==> config.mk <==
export PLATFORM = sky130hd
export DESIGN_NAME = byte_pattern_search_unit
export DESIGN_NICKNAME = d
export VERILOG_FILES = /design/src/bps_pkg.sv /design/src/bps_cell.sv /design/src/bps_result_fifo.sv /design/src/byte_pattern_search_unit.sv
export SDC_FILE = /design/constraint.sdc
export NUM_CORES = 2
export LEC_CHECK = 0
export ABC_CLOCK_PERIOD_IN_PS = 15400
export BUFFER_PORTS_ARGS = -buffer_cell sky130_fd_sc_hd__buf_2
export CAP_MARGIN = 30
export CORE_MARGIN = 2
export CORE_UTILIZATION = 30
export DETAILED_ROUTE_END_ITERATION = 16
export HOLD_SLACK_MARGIN = 0.02
export PLACE_DENSITY_LB_ADDON = 0.05
export SETUP_SLACK_MARGIN = 0.3
export SLEW_MARGIN = 40
export SYNTH_ARGS = -nofsm -noshare
export SYNTH_HDL_FRONTEND = slang
export SYNTH_HIERARCHICAL = 1
export SYNTH_SLANG_ARGS = --single-unit
==> constraint.sdc <==
create_clock -name i_clk -period 15.4 [get_ports i_clk]
set_input_delay 3.08 -clock i_clk [delete_from_list [all_inputs] [get_ports i_clk]]
set_output_delay 3.08 -clock i_clk [all_outputs]
set_load 0.02 [all_outputs]
==> src/bps_pkg.sv <==
// shared types and constants for the byte pattern search unit
`timescale 1ns / 1ps

package bps_pkg;

    localparam int PATTERN_MAX_DEF = 16;
    localparam int BUFFER_MAX_DEF  = 65536;
    localparam int LEN_CAP_HW      = 16;

    localparam int CFG_IDX_W  = 3;
    localparam int CFG_DATA_W = 64;
    localparam int LEN_W      = 5;
    localparam int OFFSET_W   = 32;
    localparam int SLOT_W     = 16;
    localparam int COUNT_W    = 17;

    localparam logic [COUNT_W-1:0] COUNT_MAX = '1;

    localparam logic [CFG_IDX_W-1:0] CFG_PATTERN_LO = 3'd0;
    localparam logic [CFG_IDX_W-1:0] CFG_PATTERN_HI = 3'd1;
    localparam logic [CFG_IDX_W-1:0] CFG_PATTERN_LEN = 3'd2;
    localparam logic [CFG_IDX_W-1:0] CFG_BASE_OFFSET = 3'd3;
    localparam logic [CFG_IDX_W-1:0] CFG_FIRST_SLOT = 3'd4;

    localparam logic KIND_MATCH = 1'b0;
    localparam logic KIND_COUNT = 1'b1;

    localparam int FIFO_DEPTH = 4;
    localparam int FIFO_PTR_W = 2;
    localparam int FIFO_CNT_W = 3;

    typedef struct packed {
        logic [7:0] data_byte;
        logic       last_byte;
    } t_item;

    typedef struct packed {
        logic                       result_kind;
        logic signed [OFFSET_W-1:0] found_offset;
        logic [COUNT_W-1:0]         slot_number;
        logic [COUNT_W-1:0]         match_count;
        logic                       last_result;
    } t_result;

    typedef struct packed {
        logic [1:0] num;
        t_result    first;
        t_result    second;
    } t_push;

endpackage

==> src/bps_cell.sv <==
// one window cell: holds a buffer byte and compares the byte handed in against its pattern byte
`timescale 1ns / 1ps

module bps_cell (
    input  logic       i_clk,
    input  logic       i_rst_n,
    input  logic       i_shift,
    input  logic [7:0] i_byte_in,
    input  logic [7:0] i_pat_byte,
    input  logic       i_enable,
    output logic [7:0] o_byte,
    output logic       o_hit
);

    logic [7:0] r_byte;

    always_ff @(posedge i_clk) begin
        if (!i_rst_n) begin
            r_byte <= '0;
        end else if (i_shift) begin
            r_byte <= i_byte_in;
        end
    end

    assign o_byte = r_byte;
    assign o_hit  = !i_enable || (i_byte_in == i_pat_byte);

endmodule

==> src/bps_result_fifo.sv <==
// small result queue: takes up to two results per cycle, hands out one per transfer
`timescale 1ns / 1ps

module bps_result_fifo (
    input  logic             i_clk,
    input  logic             i_rst_n,
    input  bps_pkg::t_push   i_push,
    output logic             o_room2,
    output logic             o_valid,
    input  logic             i_ready,
    output bps_pkg::t_result o_result
);

    import bps_pkg::*;

    t_result               r_mem [FIFO_DEPTH];
    logic [FIFO_PTR_W-1:0] r_wr_ptr;
    logic [FIFO_PTR_W-1:0] r_rd_ptr;
    logic [FIFO_CNT_W-1:0] r_cnt;
    logic [FIFO_CNT_W-1:0] n_cnt;
    logic                  w_pop;

    assign w_pop   = o_valid && i_ready;
    assign o_valid = (r_cnt != '0);
    assign o_room2 = (r_cnt <= FIFO_CNT_W'(FIFO_DEPTH - 2));
    assign o_result = r_mem[r_rd_ptr];

    always_comb begin
        n_cnt = r_cnt + FIFO_CNT_W'(i_push.num) - FIFO_CNT_W'(w_pop);
    end

    always_ff @(posedge i_clk) begin
        if (i_push.num != 2'd0) begin
            r_mem[r_wr_ptr] <= i_push.first;
        end
        if (i_push.num == 2'd2) begin
            r_mem[r_wr_ptr + FIFO_PTR_W'(1)] <= i_push.second;
        end
    end

    always_ff @(posedge i_clk) begin
        if (!i_rst_n) begin
            r_wr_ptr <= '0;
            r_rd_ptr <= '0;
            r_cnt    <= '0;
        end else begin
            r_wr_ptr <= r_wr_ptr + FIFO_PTR_W'(i_push.num);
            if (w_pop) begin
                r_rd_ptr <= r_rd_ptr + FIFO_PTR_W'(1);
            end
            r_cnt <= n_cnt;
        end
    end

endmodule

==> src/byte_pattern_search_unit.sv <==
// top level of the byte pattern search unit
//
// usage: buffer bytes enter on the input channel (valid/ready), one per transfer,
// with last_byte set on the final byte of a buffer. results leave on the output
// channel: a match result for each leftmost non-overlapping occurrence of the
// configured pattern, and a count result after the final byte of each buffer.
// throughput: one byte per cycle while the input is ready, set by the row of
// compare cells, which shift the window and check all pattern bytes in the
// cycle a byte is taken. each result enters the queue on the edge that takes
// the byte ending it; a final byte completing a match queues two, match first.
// results wait in a four-entry queue; the input ready drops while it holds more
// than two, so a stalled receiver holds back the byte stream without loss.
// configuration is a plain write port (enable, index, data), used while idle.
// reset (synchronous, active low) restores register defaults, empties the
// queue and clears the per-buffer position, count and window.
`timescale 1ns / 1ps

module byte_pattern_search_unit #(
    parameter int PATTERN_MAX = bps_pkg::PATTERN_MAX_DEF,
    parameter int BUFFER_MAX  = bps_pkg::BUFFER_MAX_DEF
) (
    input  logic                         i_clk,
    input  logic                         i_rst_n,
    input  logic                         i_cfg_we,
    input  logic [bps_pkg::CFG_IDX_W-1:0]  i_cfg_index,
    input  logic [bps_pkg::CFG_DATA_W-1:0] i_cfg_data,
    input  logic                         i_in_valid,
    output logic                         o_in_ready,
    input  bps_pkg::t_item               i_in_item,
    output logic                         o_out_valid,
    input  logic                         i_out_ready,
    output bps_pkg::t_result             o_out_result
);

    import bps_pkg::*;

    localparam int CAP   = (PATTERN_MAX < LEN_CAP_HW) ? PATTERN_MAX : LEN_CAP_HW;
    localparam int POS_W = $clog2(BUFFER_MAX + 1);

    logic [63:0]         r_pat_lo;
    logic [63:0]         r_pat_hi;
    logic [LEN_W-1:0]    r_len;
    logic [OFFSET_W-1:0] r_base;
    logic [SLOT_W-1:0]   r_first_slot;

    logic [POS_W-1:0]    r_pos;
    logic [POS_W-1:0]    r_next;
    logic [COUNT_W-1:0]  r_cnt;
    logic [COUNT_W-1:0]  n_cnt;

    logic [LEN_W-1:0]    w_len;
    logic [127:0]        w_pat_all;
    logic [7:0]          w_pat_sel [CAP];
    logic [CAP-1:0]      w_en;
    logic [7:0]          w_byte [CAP];
    logic [CAP-1:0]      w_hit;

    logic                w_accept;
    logic                w_searching;
    logic [POS_W:0]      w_pos1;
    logic                w_full;
    logic [POS_W-1:0]    w_start;
    logic                w_match;
    logic                w_room2;
    t_result             w_mres;
    t_result             w_cres;
    t_push               w_push;

    always_ff @(posedge i_clk) begin
        if (!i_rst_n) begin
            r_pat_lo     <= '0;
            r_pat_hi     <= '0;
            r_len        <= LEN_W'(1);
            r_base       <= '0;
            r_first_slot <= '0;
        end else if (i_cfg_we) begin
            case (i_cfg_index)
                CFG_PATTERN_LO:  r_pat_lo     <= i_cfg_data;
                CFG_PATTERN_HI:  r_pat_hi     <= i_cfg_data;
                CFG_PATTERN_LEN: r_len        <= i_cfg_data[LEN_W-1:0];
                CFG_BASE_OFFSET: r_base       <= i_cfg_data[OFFSET_W-1:0];
                CFG_FIRST_SLOT:  r_first_slot <= i_cfg_data[SLOT_W-1:0];
                default: begin
                end
            endcase
        end
    end

    always_comb begin
        if (r_len == '0) begin
            w_len = LEN_W'(1);
        end else if (r_len > LEN_W'(CAP)) begin
            w_len = LEN_W'(CAP);
        end else begin
            w_len = r_len;
        end
    end

    assign w_pat_all = {r_pat_hi, r_pat_lo};

    always_comb begin
        for (int k = 0; k < CAP; k++) begin
            w_en[k]      = LEN_W'(k) < w_len;
            w_pat_sel[k] = w_pat_all[8 * (4'(w_len - LEN_W'(k) - LEN_W'(1))) +: 8];
        end
    end

    assign w_accept = i_in_valid && o_in_ready;

    genvar g;
    generate
        for (g = 0; g < CAP; g++) begin : g_cell
            bps_cell u_cell (
                .i_clk      (i_clk),
                .i_rst_n    (i_rst_n),
                .i_shift    (w_accept),
                .i_byte_in  ((g == 0) ? i_in_item.data_byte : w_byte[(g == 0) ? 0 : g - 1]),
                .i_pat_byte (w_pat_sel[g]),
                .i_enable   (w_en[g]),
                .o_byte     (w_byte[g]),
                .o_hit      (w_hit[g])
            );
        end
    endgenerate

    assign w_searching = r_pos < POS_W'(BUFFER_MAX);
    assign w_pos1      = {1'b0, r_pos} + (POS_W + 1)'(1);
    assign w_full      = w_pos1 >= (POS_W + 1)'(w_len);
    assign w_start     = POS_W'(w_pos1 - (POS_W + 1)'(w_len));
    assign w_match     = w_accept && w_searching && w_full && (w_start >= r_next) && (&w_hit);

    always_comb begin
        n_cnt = r_cnt;
        if (w_match && (r_cnt != COUNT_MAX)) begin
            n_cnt = r_cnt + COUNT_W'(1);
        end
    end

    always_comb begin
        w_mres              = '0;
        w_mres.result_kind  = KIND_MATCH;
        w_mres.found_offset = {{(OFFSET_W - POS_W){1'b0}}, w_start} + r_base;
        w_mres.slot_number  = {1'b0, r_first_slot} + r_cnt;
        w_cres              = '0;
        w_cres.result_kind  = KIND_COUNT;
        w_cres.match_count  = n_cnt;
        w_cres.last_result  = 1'b1;
    end

    always_comb begin
        w_push.num    = 2'(w_match) + 2'(w_accept && i_in_item.last_byte);
        w_push.first  = w_match ? w_mres : w_cres;
        w_push.second = w_cres;
    end

    always_ff @(posedge i_clk) begin
        if (!i_rst_n) begin
            r_pos  <= '0;
            r_next <= '0;
            r_cnt  <= '0;
        end else if (w_accept) begin
            if (i_in_item.last_byte) begin
                r_pos  <= '0;
                r_next <= '0;
                r_cnt  <= '0;
            end else begin
                if (w_searching) begin
                    r_pos <= POS_W'(w_pos1);
                end
                if (w_match) begin
                    r_next <= POS_W'(w_pos1);
                end
                r_cnt <= n_cnt;
            end
        end
    end

    bps_result_fifo u_fifo (
        .i_clk    (i_clk),
        .i_rst_n  (i_rst_n),
        .i_push   (w_push),
        .o_room2  (w_room2),
        .o_valid  (o_out_valid),
        .i_ready  (i_out_ready),
        .o_result (o_out_result)
    );

    assign o_in_ready = w_room2;

endmodule

Yosys cells after proc, flatten, opt, wreduce, memory -nomap -nowiden --
Memories as Yosys holds them, arrays and structs flattened. A register that Yosys moved wholly into a read port is not among the register bits. Index checks and enable logic that the tools add are counted.
Word-level totals: flip-flop bits (word level) 359, RAM bits 272, bits of input ports 81, output and inout bits 70, word-level logic and storage cells 196, memories kept 1
Operators by class: $add $sub $neg 41, $lt $le $gt $ge 21, equality and inequality tests 22, shifts and indexed selects 16, multiplexer cells 15, reductions and logical operators 54
Memories:
- u_fifo.r_mem | depth 4, bits a word 68, rd ports 1, clocked after memory_dff 1, wr ports 2, line bps_result_fifo.sv:16 | t_result r_mem [FIFO_DEPTH];
Operators by type and width (count):
- indexed part select 128 x 8 -> 8 bit | 16
- equality test 8 bit | 16
- 2-to-1 mux 17 bit | 6
- 2-to-1 mux 68 bit | 1
- subtractor 4 x 1 -> 4 bit (second input constant) | 16
- less-than comparator 4 x 5 -> 1 bit (first input constant) | 8
- adder 17 x 32 -> 32 bit | 1
- subtractor 4 bit (second input constant) | 8
- less-than comparator 3 x 5 -> 1 bit (first input constant) | 4
- adder 17 x 1 -> 18 bit (second input constant) | 1
- >= comparator 18 x 5 -> 1 bit | 1
- adder 16 x 17 -> 17 bit | 1
- adder 17 x 1 -> 17 bit (second input constant) | 1
- >= comparator 17 bit | 1
- less-than comparator 17 bit (second input constant) | 1
- != test 17 bit (second input constant) | 1
- subtractor 17 x 5 -> 17 bit | 1
- logical NOT 1 bit | 16
- logical OR 1 bit | 16
- AND reduction 16 bit | 1
- subtractor 4 x 3 -> 4 bit (second input constant) | 4
- AND reduction 2 bit | 7
- less-than comparator 1 x 5 -> 1 bit (first input constant) | 2
- less-than comparator 2 x 5 -> 1 bit (first input constant) | 2
- other kinds (20) | 37

Longest topological paths before layout --
depth in word-level cells 14, mapped depth 33, depth with buffers taken out 28

Cells and area by module --
Netlist, hierarchy kept.
By module, submodules not included:
- byte_pattern_search_unit | instances 1, cells an instance 2498, area each 18482.7 um^2, sequential area each 4644.5 um^2
- bps_result_fifo | instances 1, cells an instance 709, area each 13693.1 um^2, sequential area each 8348.0 um^2
- bps_cell | instances 16, cells an instance 36, area each 389.1 um^2, sequential area each 160.2 um^2

Worst setup path before layout --
Ideal clock, no wire load.
path kind register -> register, from register r_len[2], to memory u_fifo/r_mem[0][0] (netlist bit) (enable), library setup time 588 ps, arrival 10688 ps, data required time 14812 ps, setup slack 4124 ps, stages on the path, launching flop included 26, path buffers 6, clock period less this slack 11276 ps, cell sequence dfxtp_1 > clkbuf_1 > nor2b_1 > buf_1 > inv_2 > buf_1 > ha_1 > nor2b_1 > a21oi_1 > o22ai_1 > buf_1 > xnor2_1 > mux4_2 > xnor2_1 > nand4_1 > o21ai_1 > nand4_1 > or4_1 > a41oi_1 > o41ai_4 > inv_2 > buf_2 > ha_1 > buf_2 > o21bai_1 > o21ai_0
RTL lines:
- from (decl) | line byte_pattern_search_unit.sv:42 | logic [LEN_W-1:0] r_len;
- from (signal assigned) | line byte_pattern_search_unit.sv:80 | CFG_PATTERN_LEN: r_len <= i_cfg_data[LEN_W-1:0];
- to (decl) | line bps_result_fifo.sv:16

==> results.toml <==
[cts]
clkTransAtPathRegs_ps = 60
clk_latency_ps = 680
holdBufCountCts = 0
cts_setup_buffers = 0
clk_path_buf_depth = 3
cts_buffers = 80
ctsRootBufferMaster = "clkbuf_16"
cts_resized = 0
cts_num_sinks = 633
cts.htree.levels = 3
cts_tree = "done"

[grt]
grtUsageMet1_pct = 26.44
grt_pass1_vias = 27920
grt_pass1_wl_um = 199600
grt_use_total_pct = 20.67
grt_max_degree = 83
use_met2_pct = 35.76
top_usage_layer = "met2"
antenna_found_initial = 11
use_met3_pct = 2.976
overflow = 0

[final_layout]
fillers = 12920
final_cell_mix = "nand2_1 (667), mux2i_1 (449), dfxtp_1 (359)"
layout_commonest_cell = "nand2_1"
syn_to_final_growth_pct = 15.34
drive_above_1_share_pct = 17.90
instances_no_fill = 5719
finalNetCount = 4155

[sta]
rsz0062_at_grt = "no"
finClkSkew_ps = 40.88
hold_viol = 0
relSlewSlack_pct = 41.88
max_freq_mhz = 101.5
min_period_ps = 9854
setup_violations = 0
tns_ps = 0
layout_setup_ws_ps = 5546
drv_slew = 0
fin_crit_sh_pct = 63.99
worst_pin_slew_ps = 865.2

[pwr]
swShare_pct = 28.99
p_per_area_mw_per_mm2 = 107.2
power_frac_clock_pct = 42.9
vdd_drop_max_uv = 74.02
leakagePower_nw = 16.25
p_int_w = 0.003345
p_sw_w = 0.001365
power_frac_seq_pct = 39.2
power_frac_comb_pct = 17.9

[placement]
io_buffer_count = 150
dp_hpwl_um = 99680
dp_cells = 5567
pre_cts_ws_ps = 5569
place_congestion = 0.9163

[die]
die_area_mm2 = 0.1299
die_h_um = 360.4
die_w_um = 360.4
row_count = 130
io_pins = 151
design.core.area_mm2 = 0.1259
start_util_pct = 30.26

[setup_path]
cp-start-kind = "flip-flop"
critPathLaunch = "r_len[3]"
crit_type = "reg -> reg"
cp_max_fo = 64
arrival_ps = 10150
r2r-start = "r_len[3]"
crit_required_ps = 15690
endpoint_kind = "flip-flop"

[worst_hold_path]
hold_path.class = "reg -> reg"
holdCritStartpoint = "r_base[5]"

[synth]
netlist_area_mm2 = 0.03810
syn_inst = 3758
yosys_warnings = 6
syn-mean-instance-area_um2 = 10.14

[outcome]
outcome = "finished clean"

[route]
routed_via_density = 5.034
first_pass_iters = 5
drt-wirelength-per-cell_um = 23.93
ant_nets = 0
routed_wl_um = 136900
drt_iter0_drc = 1910
route.detailed.drc = 0
via_count = 28790

[flow_run]
maxCapViolCount = 0
==> path summary, 6_finish.rpt <==
check	end	depth (start not counted)	slack, ps
max	u_fifo/r_mem[0][58]	24	5550
max reg2reg	u_fifo/r_mem[0][58]	24	5550
min reg2reg	r_base[5]	2	460
min	r_base[5]	2	460
==> sequential cells by signal, summed over array words and instances (netlist names), named ones only <==
signal and count:
r_first_slot 16, u_fifo/r_wr_ptr 2, r_next 17, r_pat_hi 64
u_fifo/r_rd_ptr 2, r_base 32, r_len 5, r_pos 17
u_fifo/r_cnt 3, r_pat_lo 64, u_fifo/r_mem 272, g_cell.u_cell/o_byte 120
r_cnt 17
==> per-layer routing <==
| metal | share of wire, % | wire length, µm | vias to the layer above |
|---|---|---|---|
| li1 | - | - | 13840 |
| met1 | 44 | 59800 | 14130 |
| met2 | 49 | 67370 | 628 |
| met3 | 3.7 | 5116 | 192 |
| met4 | 3.3 | 4547 | 8 |
| met5 | 0.034 | 47 | - |
==> worst max-delay path, cell delays in order (launching register included) <==
cell,delay [ps]
dfxtp_1,610
nor3_1,110
nor2_1,330
nor2_4,40
buf_4,250
inv_4,560
buf_4,750
mux2i_1,630
mux2i_1,200
mux2i_1,500
mux2i_1,170
xnor2_1,190
nand4_1,230
o21ai_1,250
nand4b_1,100
or4_1,700
a41oi_1,390
o41ai_4,140
buf_4,320
inv_2,420
ha_1,420
nand4b_4,730
o21ai_4,210
buf_4,480
buf_4,610
==> power by group through the flow <==
stage / Clock [W] / Combinational [W] / Sequential, W
after CTS: 0.00209 / 0.000858 / 0.00185
after global placement: 0 / 0.000830 / 0.00191
after global routing: 0.00215 / 0.000912 / 0.00185
final: 0.00202 / 0.000843 / 0.00185
after detailed placement: 0 / 0.000856 / 0.00188
after floorplan: 0 / 0.000608 / 0.00186
==> through the flow <==
| step | total power, W | utilization [%] | hold slack [ps] | area, µm² |
|---|---|---|---|---|
| after floorplan | 0.002465 | - | 440.6 | 38860 |
| after global routing | 0.004911 | 34.90 | 494.2 | 43940 |
| after CTS | 0.004795 | 34.89 | 464.6 | 43920 |
| final | 0.004710 | 34.91 | 462.3 | 43940 |
| after global placement | 0.002736 | 32.55 | 451.1 | 40970 |
| after detailed placement | 0.002741 | 32.65 | 456.5 | 41110 |
==> cell type report <==
type | instances | area (µm²) | area share, %
Timing Repair Buffer | 196 | 1146 | 2.608
Clock inverter | 40 | 494.2 | 1.125
Sequential cell | 633 | 15400 | 35.05
Inverter | 58 | 235.2 | 0.5353
Clock buffer | 110 | 2320 | 5.279
Multi-Input combinational cell | 3030 | 22280 | 50.69
Antenna cell | 2 | 5.005 | 0.01139
Tap cell | 1650 | 2064 | 4.698
Note: power is estimated with default switching activity, not from simulation.
